$ cat config.mk
export PLATFORM = sky130hd
export DESIGN_NAME = first_fit_pool_allocator
export DESIGN_NICKNAME = d
export VERILOG_FILES = /design/src/rtl/core/ffpa_pkg.sv /design/src/rtl/core/ffpa_ram.sv /design/src/rtl/core/ffpa_datapath.sv /design/src/rtl/core/ffpa_ctrl.sv /design/src/rtl/core/first_fit_pool_allocator.sv
export SDC_FILE = /design/constraint.sdc
export NUM_CORES = 2
export LEC_CHECK = 0
export BUFFER_PORTS_ARGS = -buffer_cell sky130_fd_sc_hd__clkbuf_2
export CORE_MARGIN = 2
export CORE_UTILIZATION = 30
export DETAILED_ROUTE_END_ITERATION = 8
export GPL_TIMING_DRIVEN = 0
export HOLD_SLACK_MARGIN = 0.05
export PLACE_DENSITY = 0.48
export REMOVE_ABC_BUFFERS = 1
export SLEW_MARGIN = 30
export SYNTH_ARGS = -nofsm -noshare
export SYNTH_HDL_FRONTEND = slang
export SYNTH_HIERARCHICAL = 1
export SYNTH_SLANG_ARGS = --single-unit
$ cat constraint.sdc
create_clock -name clock -period 10.7 [get_ports clock]
set_input_delay 2.14 -clock clock [delete_from_list [all_inputs] [get_ports clock]]
set_output_delay 2.14 -clock clock [all_outputs]
set_load 0.1 [all_outputs]
$ cat src/rtl/core/ffpa_pkg.sv
// Shared types, sizes and datapath command codes of the first-fit pool allocator.
// Used by the modules under rtl/core other than ffpa_ram; depends on nothing.
package ffpa_pkg;

   localparam int MAX_SEGMENTS   = 64;
   localparam int POOL_ADDR_BITS = 16;
   localparam int LEN_W          = POOL_ADDR_BITS + 1;
   localparam int IDX_W          = $clog2(MAX_SEGMENTS);
   localparam int CNT_W          = $clog2(MAX_SEGMENTS + 1);
   localparam int OUT_CNT_W      = 7;
   localparam int CSR_ADDR_W     = 3;
   localparam int CSR_DATA_W     = 32;

   localparam logic [LEN_W-1:0] POOL_MAX = LEN_W'(1) << POOL_ADDR_BITS;

   // Result status codes
   localparam logic [1:0] ST_OK       = 2'd0;
   localparam logic [1:0] ST_NO_FIT   = 2'd1;
   localparam logic [1:0] ST_NOT_ALLOC = 2'd2;
   localparam logic [1:0] ST_FULL     = 2'd3;

   // Request modes
   localparam logic [1:0] MODE_ALLOC  = 2'd0;
   localparam logic [1:0] MODE_FREE   = 2'd1;
   localparam logic [1:0] MODE_CHECK  = 2'd2;
   localparam logic [1:0] MODE_REINIT = 2'd3;

   // Register indexes
   localparam logic [CSR_ADDR_W-1:0] CSR_POOL_SIZE = '0;

   // Datapath commands
   localparam logic [3:0] CMD_NONE    = 4'd0;
   localparam logic [3:0] CMD_LOAD    = 4'd1;
   localparam logic [3:0] CMD_INIT    = 4'd2;
   localparam logic [3:0] CMD_FAIL    = 4'd3;
   localparam logic [3:0] CMD_SCAN_RD = 4'd4;
   localparam logic [3:0] CMD_SCAN_EV = 4'd5;
   localparam logic [3:0] CMD_TAKE    = 4'd6;
   localparam logic [3:0] CMD_FULL    = 4'd7;
   localparam logic [3:0] CMD_UP_INIT = 4'd8;
   localparam logic [3:0] CMD_UP_RD   = 4'd9;
   localparam logic [3:0] CMD_UP_WR   = 4'd10;
   localparam logic [3:0] CMD_TAIL    = 4'd11;
   localparam logic [3:0] CMD_HEAD    = 4'd12;
   localparam logic [3:0] CMD_NEXT_RD = 4'd13;
   localparam logic [3:0] CMD_NEXT_EV = 4'd14;
   localparam logic [3:0] CMD_MERGE   = 4'd15;
   // shift-down steps reuse the shift-up read/write pair; the read alias is below
   localparam logic [3:0] CMD_DN_RD   = CMD_UP_RD;

   typedef logic [3:0] cmd_type;

   typedef struct packed {
      logic [POOL_ADDR_BITS-1:0] start;
      logic [LEN_W-1:0]          len;
      logic                      free;
   } seg_type;

   typedef struct packed {
      logic [1:0] mode;
      logic       zero_size;
      logic       match;
      logic       last;
      logic       exact;
      logic       full;
      logic       has_next;
      logic       up_done;
      logic       dn_done;
      logic       shift_down;
   } dp_status_type;

endpackage

$ cat src/rtl/core/ffpa_ram.sv
// Generic single-port-write, single-port-read RAM with registered read data.
// Standalone; holds the segment table of the allocator.
module ffpa_ram #(
   parameter int WIDTH = 8,
   parameter int DEPTH = 16
) (
   input  logic                     clock,
   input  logic                     wr_en,
   input  logic [$clog2(DEPTH)-1:0] wr_addr,
   input  logic [WIDTH-1:0]         wr_data,
   input  logic                     rd_en,
   input  logic [$clog2(DEPTH)-1:0] rd_addr,
   output logic [WIDTH-1:0]         rd_data
);

   logic [WIDTH-1:0] mem_ff [DEPTH];
   logic [WIDTH-1:0] rd_data_ff;

   always_ff @(posedge clock) begin
      if (wr_en) begin
         mem_ff[wr_addr] <= wr_data;
      end
      if (rd_en) begin
         rd_data_ff <= mem_ff[rd_addr];
      end
   end

   assign rd_data = rd_data_ff;

endmodule

$ cat src/rtl/core/ffpa_datapath.sv
// Datapath of the allocator: segment table RAM, scan cursor, entry holding
// registers, segment counts and result registers. Depends on ffpa_pkg, ffpa_ram.
module ffpa_datapath (
   input  logic                               clock,
   input  logic                               reset,
   input  ffpa_pkg::cmd_type                  cmd,
   input  logic                               dn_phase,
   input  logic [1:0]                         req_mode,
   input  logic [ffpa_pkg::LEN_W-1:0]         req_request_size,
   input  logic [ffpa_pkg::POOL_ADDR_BITS-1:0] req_address,
   input  logic [ffpa_pkg::LEN_W-1:0]         pool_size,
   output ffpa_pkg::dp_status_type            status,
   output logic [1:0]                         rsp_status,
   output logic [ffpa_pkg::POOL_ADDR_BITS-1:0] rsp_block_address,
   output logic [ffpa_pkg::OUT_CNT_W-1:0]     rsp_allocated_count,
   output logic [ffpa_pkg::OUT_CNT_W-1:0]     rsp_free_count
);
   import ffpa_pkg::*;

   logic [1:0]                mode_ff, mode_in;
   logic [LEN_W-1:0]          size_ff, size_in;
   logic [POOL_ADDR_BITS-1:0] addr_ff, addr_in;
   logic [CNT_W-1:0]          n_ff, n_in;
   logic [CNT_W-1:0]          nalloc_ff, nalloc_in;
   logic [CNT_W-1:0]          nfree_ff, nfree_in;
   logic [CNT_W-1:0]          p_ff, p_in;
   logic [CNT_W-1:0]          j_ff, j_in;
   logic [1:0]                k_ff, k_in;
   seg_type                   cur_ff, cur_in;
   seg_type                   prev_ff, prev_in;
   seg_type                   nxt_ff, nxt_in;
   logic                      nxt_ok_ff, nxt_ok_in;
   logic [1:0]                res_ff, res_in;
   logic [POOL_ADDR_BITS-1:0] blk_ff, blk_in;

   logic                      rd_en, wr_en;
   logic [IDX_W-1:0]          rd_addr, wr_addr;
   seg_type                   wr_data, rd_seg;
   logic [$bits(seg_type)-1:0] rd_raw;
   logic                      match;
   logic [LEN_W:0]            seg_end;
   logic [CNT_W-1:0]          p_inc;
   logic                      pf, nf;
   logic [1:0]                kmerge;
   logic [CNT_W-1:0]          j_plus_k;

   ffpa_ram #(
      .WIDTH ($bits(seg_type)),
      .DEPTH (MAX_SEGMENTS)
   ) u_table (
      .clock   (clock),
      .wr_en   (wr_en),
      .wr_addr (wr_addr),
      .wr_data (wr_data),
      .rd_en   (rd_en),
      .rd_addr (rd_addr),
      .rd_data (rd_raw)
   );

   assign rd_seg   = seg_type'(rd_raw);
   assign p_inc    = p_ff + CNT_W'(1);
   assign j_plus_k = j_ff + CNT_W'(k_ff);
   assign seg_end  = {2'b00, rd_seg.start} + {1'b0, rd_seg.len};

   // Match test of the entry just read, per mode
   always_comb begin
      case (mode_ff)
         MODE_ALLOC: match = rd_seg.free && (rd_seg.len >= size_ff);
         MODE_FREE:  match = !rd_seg.free && (rd_seg.start == addr_ff);
         MODE_CHECK: match = !rd_seg.free && (addr_ff >= rd_seg.start) &&
                             ({2'b00, addr_ff} < seg_end);
         default:    match = 1'b0;
      endcase
   end

   // Merge decision from the held neighbours
   assign pf     = (p_ff != '0) && prev_ff.free;
   assign nf     = nxt_ok_ff && nxt_ff.free;
   assign kmerge = {1'b0, pf} + {1'b0, nf};

   // Status back to the controller
   always_comb begin
      status.mode       = mode_ff;
      status.zero_size  = (size_ff == '0);
      status.match      = match;
      status.last       = (p_inc == n_ff);
      status.exact      = (cur_ff.len == size_ff);
      status.full       = (n_ff == CNT_W'(MAX_SEGMENTS));
      status.has_next   = (p_inc < n_ff);
      status.up_done    = (j_ff == p_inc);
      status.dn_done    = (j_ff >= n_ff);
      status.shift_down = (k_ff != '0);
   end

   // RAM port selection
   always_comb begin
      rd_en   = 1'b0;
      rd_addr = p_ff[IDX_W-1:0];
      wr_en   = 1'b0;
      wr_addr = p_ff[IDX_W-1:0];
      wr_data = cur_ff;
      case (cmd)
         CMD_SCAN_RD: begin
            rd_en = 1'b1;
         end
         CMD_NEXT_RD: begin
            rd_en   = 1'b1;
            rd_addr = p_inc[IDX_W-1:0];
         end
         CMD_UP_RD: begin
            rd_en   = 1'b1;
            rd_addr = dn_phase ? j_plus_k[IDX_W-1:0] : j_ff[IDX_W-1:0] - IDX_W'(1);
         end
         CMD_UP_WR: begin
            wr_en   = 1'b1;
            wr_addr = j_ff[IDX_W-1:0];
            wr_data = rd_seg;
         end
         CMD_INIT: begin
            wr_en   = 1'b1;
            wr_addr = '0;
            wr_data = '{start: '0, len: pool_size, free: 1'b1};
         end
         CMD_TAKE: begin
            wr_en   = 1'b1;
            wr_data = '{start: cur_ff.start, len: cur_ff.len, free: 1'b0};
         end
         CMD_TAIL: begin
            wr_en   = 1'b1;
            wr_addr = p_inc[IDX_W-1:0];
            wr_data = '{start: cur_ff.start + size_ff[POOL_ADDR_BITS-1:0],
                        len: cur_ff.len - size_ff, free: 1'b1};
         end
         CMD_HEAD: begin
            wr_en   = 1'b1;
            wr_data = '{start: cur_ff.start, len: size_ff, free: 1'b0};
         end
         CMD_MERGE: begin
            wr_en = 1'b1;
            if (pf) begin
               wr_addr = p_ff[IDX_W-1:0] - IDX_W'(1);
               wr_data = '{start: prev_ff.start,
                           len: prev_ff.len + cur_ff.len + (nf ? nxt_ff.len : '0),
                           free: 1'b1};
            end else if (nf) begin
               wr_data = '{start: cur_ff.start, len: cur_ff.len + nxt_ff.len,
                           free: 1'b1};
            end else begin
               wr_data = '{start: cur_ff.start, len: cur_ff.len, free: 1'b1};
            end
         end
         default: begin
            rd_en = 1'b0;
         end
      endcase
   end

   // Register updates per command
   always_comb begin
      mode_in   = mode_ff;
      size_in   = size_ff;
      addr_in   = addr_ff;
      n_in      = n_ff;
      nalloc_in = nalloc_ff;
      nfree_in  = nfree_ff;
      p_in      = p_ff;
      j_in      = j_ff;
      k_in      = k_ff;
      cur_in    = cur_ff;
      prev_in   = prev_ff;
      nxt_in    = nxt_ff;
      nxt_ok_in = nxt_ok_ff;
      res_in    = res_ff;
      blk_in    = blk_ff;
      case (cmd)
         CMD_LOAD: begin
            mode_in   = req_mode;
            size_in   = req_request_size;
            addr_in   = req_address;
            p_in      = '0;
            nxt_ok_in = 1'b0;
            res_in    = ST_OK;
            blk_in    = '0;
         end
         CMD_INIT: begin
            n_in      = CNT_W'(1);
            nalloc_in = '0;
            nfree_in  = CNT_W'(1);
         end
         CMD_FAIL: begin
            res_in = (mode_ff == MODE_ALLOC) ? ST_NO_FIT : ST_NOT_ALLOC;
         end
         CMD_FULL: begin
            res_in = ST_FULL;
         end
         CMD_SCAN_EV: begin
            cur_in = rd_seg;
            if (!match) begin
               prev_in = rd_seg;
               p_in    = p_inc;
            end
         end
         CMD_TAKE: begin
            nalloc_in = nalloc_ff + CNT_W'(1);
            nfree_in  = nfree_ff - CNT_W'(1);
            blk_in    = cur_ff.start;
         end
         CMD_UP_INIT: begin
            j_in = n_ff;
            k_in = '0;
         end
         CMD_UP_WR: begin
            j_in = dn_phase ? j_ff + CNT_W'(1) : j_ff - CNT_W'(1);
         end
         CMD_HEAD: begin
            n_in      = n_ff + CNT_W'(1);
            nalloc_in = nalloc_ff + CNT_W'(1);
            blk_in    = cur_ff.start;
         end
         CMD_NEXT_EV: begin
            nxt_in    = rd_seg;
            nxt_ok_in = 1'b1;
         end
         CMD_MERGE: begin
            k_in      = kmerge;
            n_in      = n_ff - CNT_W'(kmerge);
            nalloc_in = nalloc_ff - CNT_W'(1);
            nfree_in  = nfree_ff + CNT_W'(1) - CNT_W'(kmerge);
            if (pf) begin
               j_in = p_ff;
            end else if (nf) begin
               j_in = p_inc;
            end else begin
               j_in = n_ff;
            end
         end
         default: begin
            res_in = res_ff;
         end
      endcase
   end

   // Control registers
   always_ff @(posedge clock) begin
      if (reset) begin
         n_ff      <= CNT_W'(1);
         nalloc_ff <= '0;
         nfree_ff  <= CNT_W'(1);
         p_ff      <= '0;
         j_ff      <= '0;
         k_ff      <= '0;
         nxt_ok_ff <= 1'b0;
         mode_ff   <= MODE_ALLOC;
      end else begin
         n_ff      <= n_in;
         nalloc_ff <= nalloc_in;
         nfree_ff  <= nfree_in;
         p_ff      <= p_in;
         j_ff      <= j_in;
         k_ff      <= k_in;
         nxt_ok_ff <= nxt_ok_in;
         mode_ff   <= mode_in;
      end
   end

   // Payload registers
   always_ff @(posedge clock) begin
      size_ff <= size_in;
      addr_ff <= addr_in;
      cur_ff  <= cur_in;
      prev_ff <= prev_in;
      nxt_ff  <= nxt_in;
      res_ff  <= res_in;
      blk_ff  <= blk_in;
   end

   assign rsp_status          = res_ff;
   assign rsp_block_address   = blk_ff;
   assign rsp_allocated_count = OUT_CNT_W'(nalloc_ff);
   assign rsp_free_count      = OUT_CNT_W'(nfree_ff);

   // Counts always add up to the table occupancy
   a_count_sum: assert property (@(posedge clock) disable iff (reset)
      (nalloc_ff + nfree_ff) == n_ff)
      else $error("segment counts do not add up to table occupancy");

   // Occupancy stays within the table
   a_occupancy: assert property (@(posedge clock) disable iff (reset)
      (n_ff != '0) && (n_ff <= CNT_W'(MAX_SEGMENTS)))
      else $error("segment table occupancy out of range");

   // A table write is never issued in the same cycle as a read
   a_port_excl: assert property (@(posedge clock) disable iff (reset)
      !(rd_en && wr_en))
      else $error("table read and write collide");

endmodule

$ cat src/rtl/core/ffpa_ctrl.sv
// Controller state machine of the allocator: sequences scans, shifts and merges
// by issuing datapath commands. Depends on ffpa_pkg.
module ffpa_ctrl (
   input  logic                    clock,
   input  logic                    reset,
   input  logic                    req_valid,
   output logic                    req_stall,
   output logic                    rsp_valid,
   input  logic                    rsp_stall,
   input  ffpa_pkg::dp_status_type status,
   output ffpa_pkg::cmd_type       cmd,
   output logic                    dn_phase
);
   import ffpa_pkg::*;

   localparam logic [4:0] S_BOOT = 5'd0;
   localparam logic [4:0] S_IDLE = 5'd1;
   localparam logic [4:0] S_DISP = 5'd2;
   localparam logic [4:0] S_SRD  = 5'd3;
   localparam logic [4:0] S_SEV  = 5'd4;
   localparam logic [4:0] S_AFIT = 5'd5;
   localparam logic [4:0] S_UCHK = 5'd6;
   localparam logic [4:0] S_UWR  = 5'd7;
   localparam logic [4:0] S_HEAD = 5'd8;
   localparam logic [4:0] S_NRD  = 5'd9;
   localparam logic [4:0] S_NEV  = 5'd10;
   localparam logic [4:0] S_MRG  = 5'd11;
   localparam logic [4:0] S_DCHK = 5'd12;
   localparam logic [4:0] S_DWR  = 5'd13;
   localparam logic [4:0] S_FAIL = 5'd14;
   localparam logic [4:0] S_RESP = 5'd15;

   logic [4:0] state_ff, state_in;

   // Next state and command
   always_comb begin
      state_in = state_ff;
      cmd      = CMD_NONE;
      dn_phase = 1'b0;
      case (state_ff)
         S_BOOT: begin
            cmd      = CMD_INIT;
            state_in = S_IDLE;
         end
         S_IDLE: begin
            if (req_valid) begin
               cmd      = CMD_LOAD;
               state_in = S_DISP;
            end
         end
         S_DISP: begin
            if (status.mode == MODE_REINIT) begin
               cmd      = CMD_INIT;
               state_in = S_RESP;
            end else if (status.mode == MODE_ALLOC && status.zero_size) begin
               cmd      = CMD_FAIL;
               state_in = S_RESP;
            end else begin
               state_in = S_SRD;
            end
         end
         S_SRD: begin
            cmd      = CMD_SCAN_RD;
            state_in = S_SEV;
         end
         S_SEV: begin
            cmd = CMD_SCAN_EV;
            if (status.match) begin
               case (status.mode)
                  MODE_ALLOC: state_in = S_AFIT;
                  MODE_FREE:  state_in = status.has_next ? S_NRD : S_MRG;
                  default:    state_in = S_RESP;
               endcase
            end else if (status.last) begin
               state_in = S_FAIL;
            end else begin
               state_in = S_SRD;
            end
         end
         S_AFIT: begin
            if (status.exact) begin
               cmd      = CMD_TAKE;
               state_in = S_RESP;
            end else if (status.full) begin
               cmd      = CMD_FULL;
               state_in = S_RESP;
            end else begin
               cmd      = CMD_UP_INIT;
               state_in = S_UCHK;
            end
         end
         // open a gap above the split entry, top entry first
         S_UCHK: begin
            if (status.up_done) begin
               cmd      = CMD_TAIL;
               state_in = S_HEAD;
            end else begin
               cmd      = CMD_UP_RD;
               state_in = S_UWR;
            end
         end
         S_UWR: begin
            cmd      = CMD_UP_WR;
            state_in = S_UCHK;
         end
         S_HEAD: begin
            cmd      = CMD_HEAD;
            state_in = S_RESP;
         end
         S_NRD: begin
            cmd      = CMD_NEXT_RD;
            state_in = S_NEV;
         end
         S_NEV: begin
            cmd      = CMD_NEXT_EV;
            state_in = S_MRG;
         end
         S_MRG: begin
            cmd      = CMD_MERGE;
            state_in = S_DCHK;
         end
         // close the gap left by merged entries, bottom entry first
         S_DCHK: begin
            dn_phase = 1'b1;
            if (status.dn_done || !status.shift_down) begin
               state_in = S_RESP;
            end else begin
               cmd      = CMD_DN_RD;
               state_in = S_DWR;
            end
         end
         S_DWR: begin
            dn_phase = 1'b1;
            cmd      = CMD_UP_WR;
            state_in = S_DCHK;
         end
         S_FAIL: begin
            cmd      = CMD_FAIL;
            state_in = S_RESP;
         end
         S_RESP: begin
            if (!rsp_stall) begin
               state_in = S_IDLE;
            end
         end
         default: begin
            state_in = S_BOOT;
         end
      endcase
   end

   always_ff @(posedge clock) begin
      if (reset) begin
         state_ff <= S_BOOT;
      end else begin
         state_ff <= state_in;
      end
   end

   assign req_stall = (state_ff != S_IDLE);
   assign rsp_valid = (state_ff == S_RESP);

   // A held result keeps the input side closed
   a_resp_blocks: assert property (@(posedge clock) disable iff (reset)
      rsp_valid |-> req_stall)
      else $error("input open while a result is pending");

   // An accepted item leads straight to dispatch
   a_accept_disp: assert property (@(posedge clock) disable iff (reset)
      (req_valid && !req_stall) |=> (state_ff == S_DISP))
      else $error("accepted item not dispatched");

   // A stalled result stays offered
   a_resp_hold: assert property (@(posedge clock) disable iff (reset)
      (rsp_valid && rsp_stall) |=> rsp_valid)
      else $error("result dropped while stalled");

endmodule

$ cat src/rtl/core/first_fit_pool_allocator.sv
// Top level of the first-fit pool allocator: configuration register and the
// controller/datapath pair. Depends on ffpa_pkg, ffpa_ctrl, ffpa_datapath.
//
// Use: present a request (mode, request_size, address) on the req_ channel;
// it is taken when req_valid is high and req_stall low. One result per
// request comes back on the rsp_ channel and is held until rsp_stall is low.
// One request is in flight at a time; req_stall stays high until its result
// has been taken.
// Scan: a request reads each segment table entry from RAM, then evaluates
// it, and stops at the first match. A split moves the entries above the
// split entry up; a free moves entries down after merging.
// Reset: pool_size returns to 65536 and the table to one free segment
// covering it, written in a boot state before the first request is taken.
// pool_size is written through the csr_ port at address 0; of the write data
// only the low 17 bits are kept, 0 reads as 1 and values above the address
// space are clamped. It takes effect at the next reinitialise request.
module first_fit_pool_allocator (
   input  logic                                clock,
   input  logic                                reset,
   input  logic                                req_valid,
   output logic                                req_stall,
   input  logic [1:0]                          req_mode,
   input  logic [ffpa_pkg::LEN_W-1:0]          req_request_size,
   input  logic [ffpa_pkg::POOL_ADDR_BITS-1:0] req_address,
   output logic                                rsp_valid,
   input  logic                                rsp_stall,
   output logic [1:0]                          rsp_status,
   output logic [ffpa_pkg::POOL_ADDR_BITS-1:0] rsp_block_address,
   output logic [ffpa_pkg::OUT_CNT_W-1:0]      rsp_allocated_count,
   output logic [ffpa_pkg::OUT_CNT_W-1:0]      rsp_free_count,
   input  logic                                csr_psel,
   input  logic                                csr_penable,
   input  logic                                csr_pwrite,
   input  logic [ffpa_pkg::CSR_ADDR_W-1:0]     csr_paddr,
   input  logic [ffpa_pkg::CSR_DATA_W-1:0]     csr_pwdata,
   output logic [ffpa_pkg::CSR_DATA_W-1:0]     csr_prdata,
   output logic                                csr_pready
);
   import ffpa_pkg::*;

   logic [LEN_W-1:0] pool_ff, pool_in;
   logic [LEN_W-1:0] wval;
   logic             csr_wr;
   logic             csr_hit;
   cmd_type          cmd;
   logic             dn_phase;
   dp_status_type    status;

   // Clamp and hold the pool size register
   assign csr_wr  = csr_psel && csr_penable && csr_pwrite && csr_pready;
   assign csr_hit = (csr_paddr[CSR_ADDR_W-1:2] == CSR_POOL_SIZE[CSR_ADDR_W-1:2]);
   assign wval    = csr_pwdata[LEN_W-1:0];

   always_comb begin
      pool_in = pool_ff;
      if (csr_wr && csr_hit) begin
         if (wval == '0) begin
            pool_in = LEN_W'(1);
         end else if (wval > POOL_MAX) begin
            pool_in = POOL_MAX;
         end else begin
            pool_in = wval;
         end
      end
   end

   always_ff @(posedge clock) begin
      if (reset) begin
         pool_ff <= POOL_MAX;
      end else begin
         pool_ff <= pool_in;
      end
   end

   assign csr_pready = 1'b1;
   assign csr_prdata = csr_hit ? CSR_DATA_W'(pool_ff) : '0;

   ffpa_ctrl u_ctrl (
      .clock     (clock),
      .reset     (reset),
      .req_valid (req_valid),
      .req_stall (req_stall),
      .rsp_valid (rsp_valid),
      .rsp_stall (rsp_stall),
      .status    (status),
      .cmd       (cmd),
      .dn_phase  (dn_phase)
   );

   ffpa_datapath u_dp (
      .clock               (clock),
      .reset               (reset),
      .cmd                 (cmd),
      .dn_phase            (dn_phase),
      .req_mode            (req_mode),
      .req_request_size    (req_request_size),
      .req_address         (req_address),
      .pool_size           (pool_ff),
      .status              (status),
      .rsp_status          (rsp_status),
      .rsp_block_address   (rsp_block_address),
      .rsp_allocated_count (rsp_allocated_count),
      .rsp_free_count      (rsp_free_count)
   );

endmodule

==> results.yml <==
synth:
  synth.area.top_cells: "edfxtp_1, mux4_2, ha_1"
  synth-main-ff-cell: "edfxtp_1"
  yosysWarningCount: 6
  async_reset_ff_share_pct: 0
  ys_seq_elements: 2408
  synth-edff-count: 2347
  synth_top_area_cell: "edfxtp_1"
  synthDistinctLibCells: 93
  synth_area_um2: 100000
  yosysTopAreaCellShare_pct: 70.4
  synth_area_per_cell_um2: 18.2
  ys_seq_area_share_pct: 71.6
  synthCells: 5506
grt:
  grt_pass1_vias: 55800
  track_usage_pct: 17.4
  grt_pass1_wl_mm: 425
  antenna_found_initial: 17
  gr-total-overflow: 0
  grt_max_degree: 52
outcome:
  status: "finished clean"
drt:
  vias: 55500
  ant_nets: 0
  via_per_inst: 5.23
  wl_per_cell_um: 28.4
  routed_wl_mm: 301
  drt_first_pass_iters: 7
  drt_iter0_markers: 5437
  drc: 0
timing:
  holdWs_ns: 0.525
  slew_viol_final: 0
  rsz0062_at_grt: "false"
  finClkSkew_ns: 0.0786
  slew_headroom_pct: 25.4
  fin_crit_ns: 9.97
  fin_ws_ns: 0.734
  finalCritPeriodShare_pct: 93.1
  tns_ns: 0
  finalSetupViolations: 0
  final-hold-violation-count: 0
  fmax_mhz: 100
  tightestPinTransition_ns: 1.11
clock_network:
  cts.path.max_buffers: 4
  hold_buffers: 0
  post_cts_buffers: 0
  cts_tree: "yes"
  clock_sink_count: 2408
  cts_buffers: 266
  ctsHtreeMaxLevel: 5
  root_buffer: "clkbuf_16"
  clk_latency_ns: 0.86
  post_cts_resized: 0
  path_clk_slew_ns: 0.06
final_layout:
  layout_common_cells: "edfxtp_1, mux4_2, clkbuf_16, buf_16, nand2_1"
  final_cells: 10600
  syn2layout_area_growth_pct: 22.5
  drive_gt1_share_pct: 26.0
  nets: 6307
  final_core_util_pct: 36.9
  final_common_cell: "edfxtp_1"
min_path:
  hp-class: "flip-flop to flip-flop"
worst_setup_path:
  critPathCaptureType: "flip-flop"
  cp_common_cell: "buf_6"
  slowest_delay_ns: 0.75
  slowest_stage: "o21ai_1"
  required_ns: 11.23
  path_class: "flip-flop to flip-flop"
  cp.arrival_ns: 10.49
  crit_path_start_kind: "flip-flop"
  crit_fanout: 16
placed_design:
  hpwlAfterDp_mm: 213
  gp_congestion: 0.838
  io_buffers: 110
  dp.cells: 10200
  pre_cts_ws_ns: 0.777
die:
  die_area_um2: 339000
  die_w_um: 582
  fp.dieH_um: 582
  fp.coreArea_um2: 333000
  floorplan.initialDensity_pct: 30.1
  rows: 212
  ios: 144
power:
  leakagePower_uw: 0.0388
  peakVddDrop_mv: 0.242
  p_per_area_nw_per_um2: 327
job:
  cap_violations: 0
-- power by group --
group	switching, uW	total (uW)	leakage [uW]	internal, uW
Sequential	432	15000	0.0217	14600
Clock	3690	8810	0.00400	5120
Combinational	10700	16200	0.0131	5550
Total	14800	40100	0.0388	25300
-- metal layers --
| layer | GRT usage, % | vias to the layer above | wire length (um) |
|---|---|---|---|
| met5 | 0 | - | 0 |
| met4 | 4.75 | 0 | 8020 |
| met3 | 2.30 | 362 | 17600 |
| met2 | 28.3 | 1816 | 143000 |
| met1 | 24.6 | 29700 | 132000 |
| li1 | - | 23700 | - |
-- worst paths after layout --
kind,slack (ns),end,from,cells past startpoint
setup reg to reg,0.73,u_dp/u_table/rd_data[20],u_dp/p_ff[0],35
hold reg to reg,0.53,pool_ff[12],pool_ff[12],1
setup / recovery,0.73,u_dp/u_table/rd_data[20],u_dp/p_ff[0],35
hold / removal,0.53,pool_ff[12],pool_ff[12],1
-- state kept, by name, summed over array words and instances (netlist names), 16 cells and up --
register                cells
pool_ff                    17
u_dp/addr_ff               16
u_dp/cur_ff                34
u_dp/nxt_ff                18
u_dp/prev_ff               34
u_dp/rsp_block_address     16
u_dp/size_ff               17
u_dp/u_table/mem_ff      2176
u_dp/u_table/rd_data       34
-- area by class of cell --
class / instances / area [um^2]
Fill cell: 30400 / 210000
Antenna cell: 8 / 20.0
Sequential cell: 2408 / 71700
Inverter: 102 / 387
Tap cell: 4387 / 5490
Timing Repair Buffer: 542 / 9250
Clock buffer: 337 / 7170
Multi-Input combinational cell: 2711 / 27700
Clock inverter: 115 / 1040
-- metrics by stage --
stage / power (uW) / area, um^2
after global routing: 41600 / 123000
after global placement: 31400 / 105000
after floorplan: 25100 / 98600
after detailed placement: 31500 / 115000
after CTS: 40300 / 123000
final: 40100 / 123000
-- cells in the mapped netlist (50+ instances only) --
master,n
edfxtp_1,2347
mux4_2,472
nor2_1,236
nand2_1,193
ha_1,173
a21oi_1,166
mux2i_1,162
clkbuf_1,131
o21ai_0,122
nand3_1,101
inv_1,98
o22ai_1,92
a22oi_1,87
buf_2,74
nand4_1,66
dfxtp_1,61
xnor2_1,56
mux2_2,54
nor2b_1,52
a211oi_1,50
nor3_1,50
-- critical path: cells and delay by family, from the launching register on --
kind,cells,cell delay [ns]
compound gates,8,2.19
mux,1,0.49
flops,1,0.72
fa+ha+maj,1,0.37
simple gates,7,2.19
xor+xnor,2,0.85
buf+inv,16,2.76
-- logic make-up (layout without fill, tap and decap cells) --
kind of cell / count (synthesis) / after routing / synth area share, %
AO/OA/AOI/OAI: 853 / 853 / 5.88
XOR/XNOR: 99 / 99 / 0.866
other: 2 / 24 / 0.00750
AND/OR/NAND/NOR: 856 / 856 / 4.18
buffers and inverters: 401 / 1096 / 1.98
multiplexers: 688 / 688 / 12.8
adder cells (fa/ha/maj): 199 / 199 / 2.68
flip-flops: 2408 / 2408 / 71.6
Note: power is estimated with default switching activity, not from simulation.
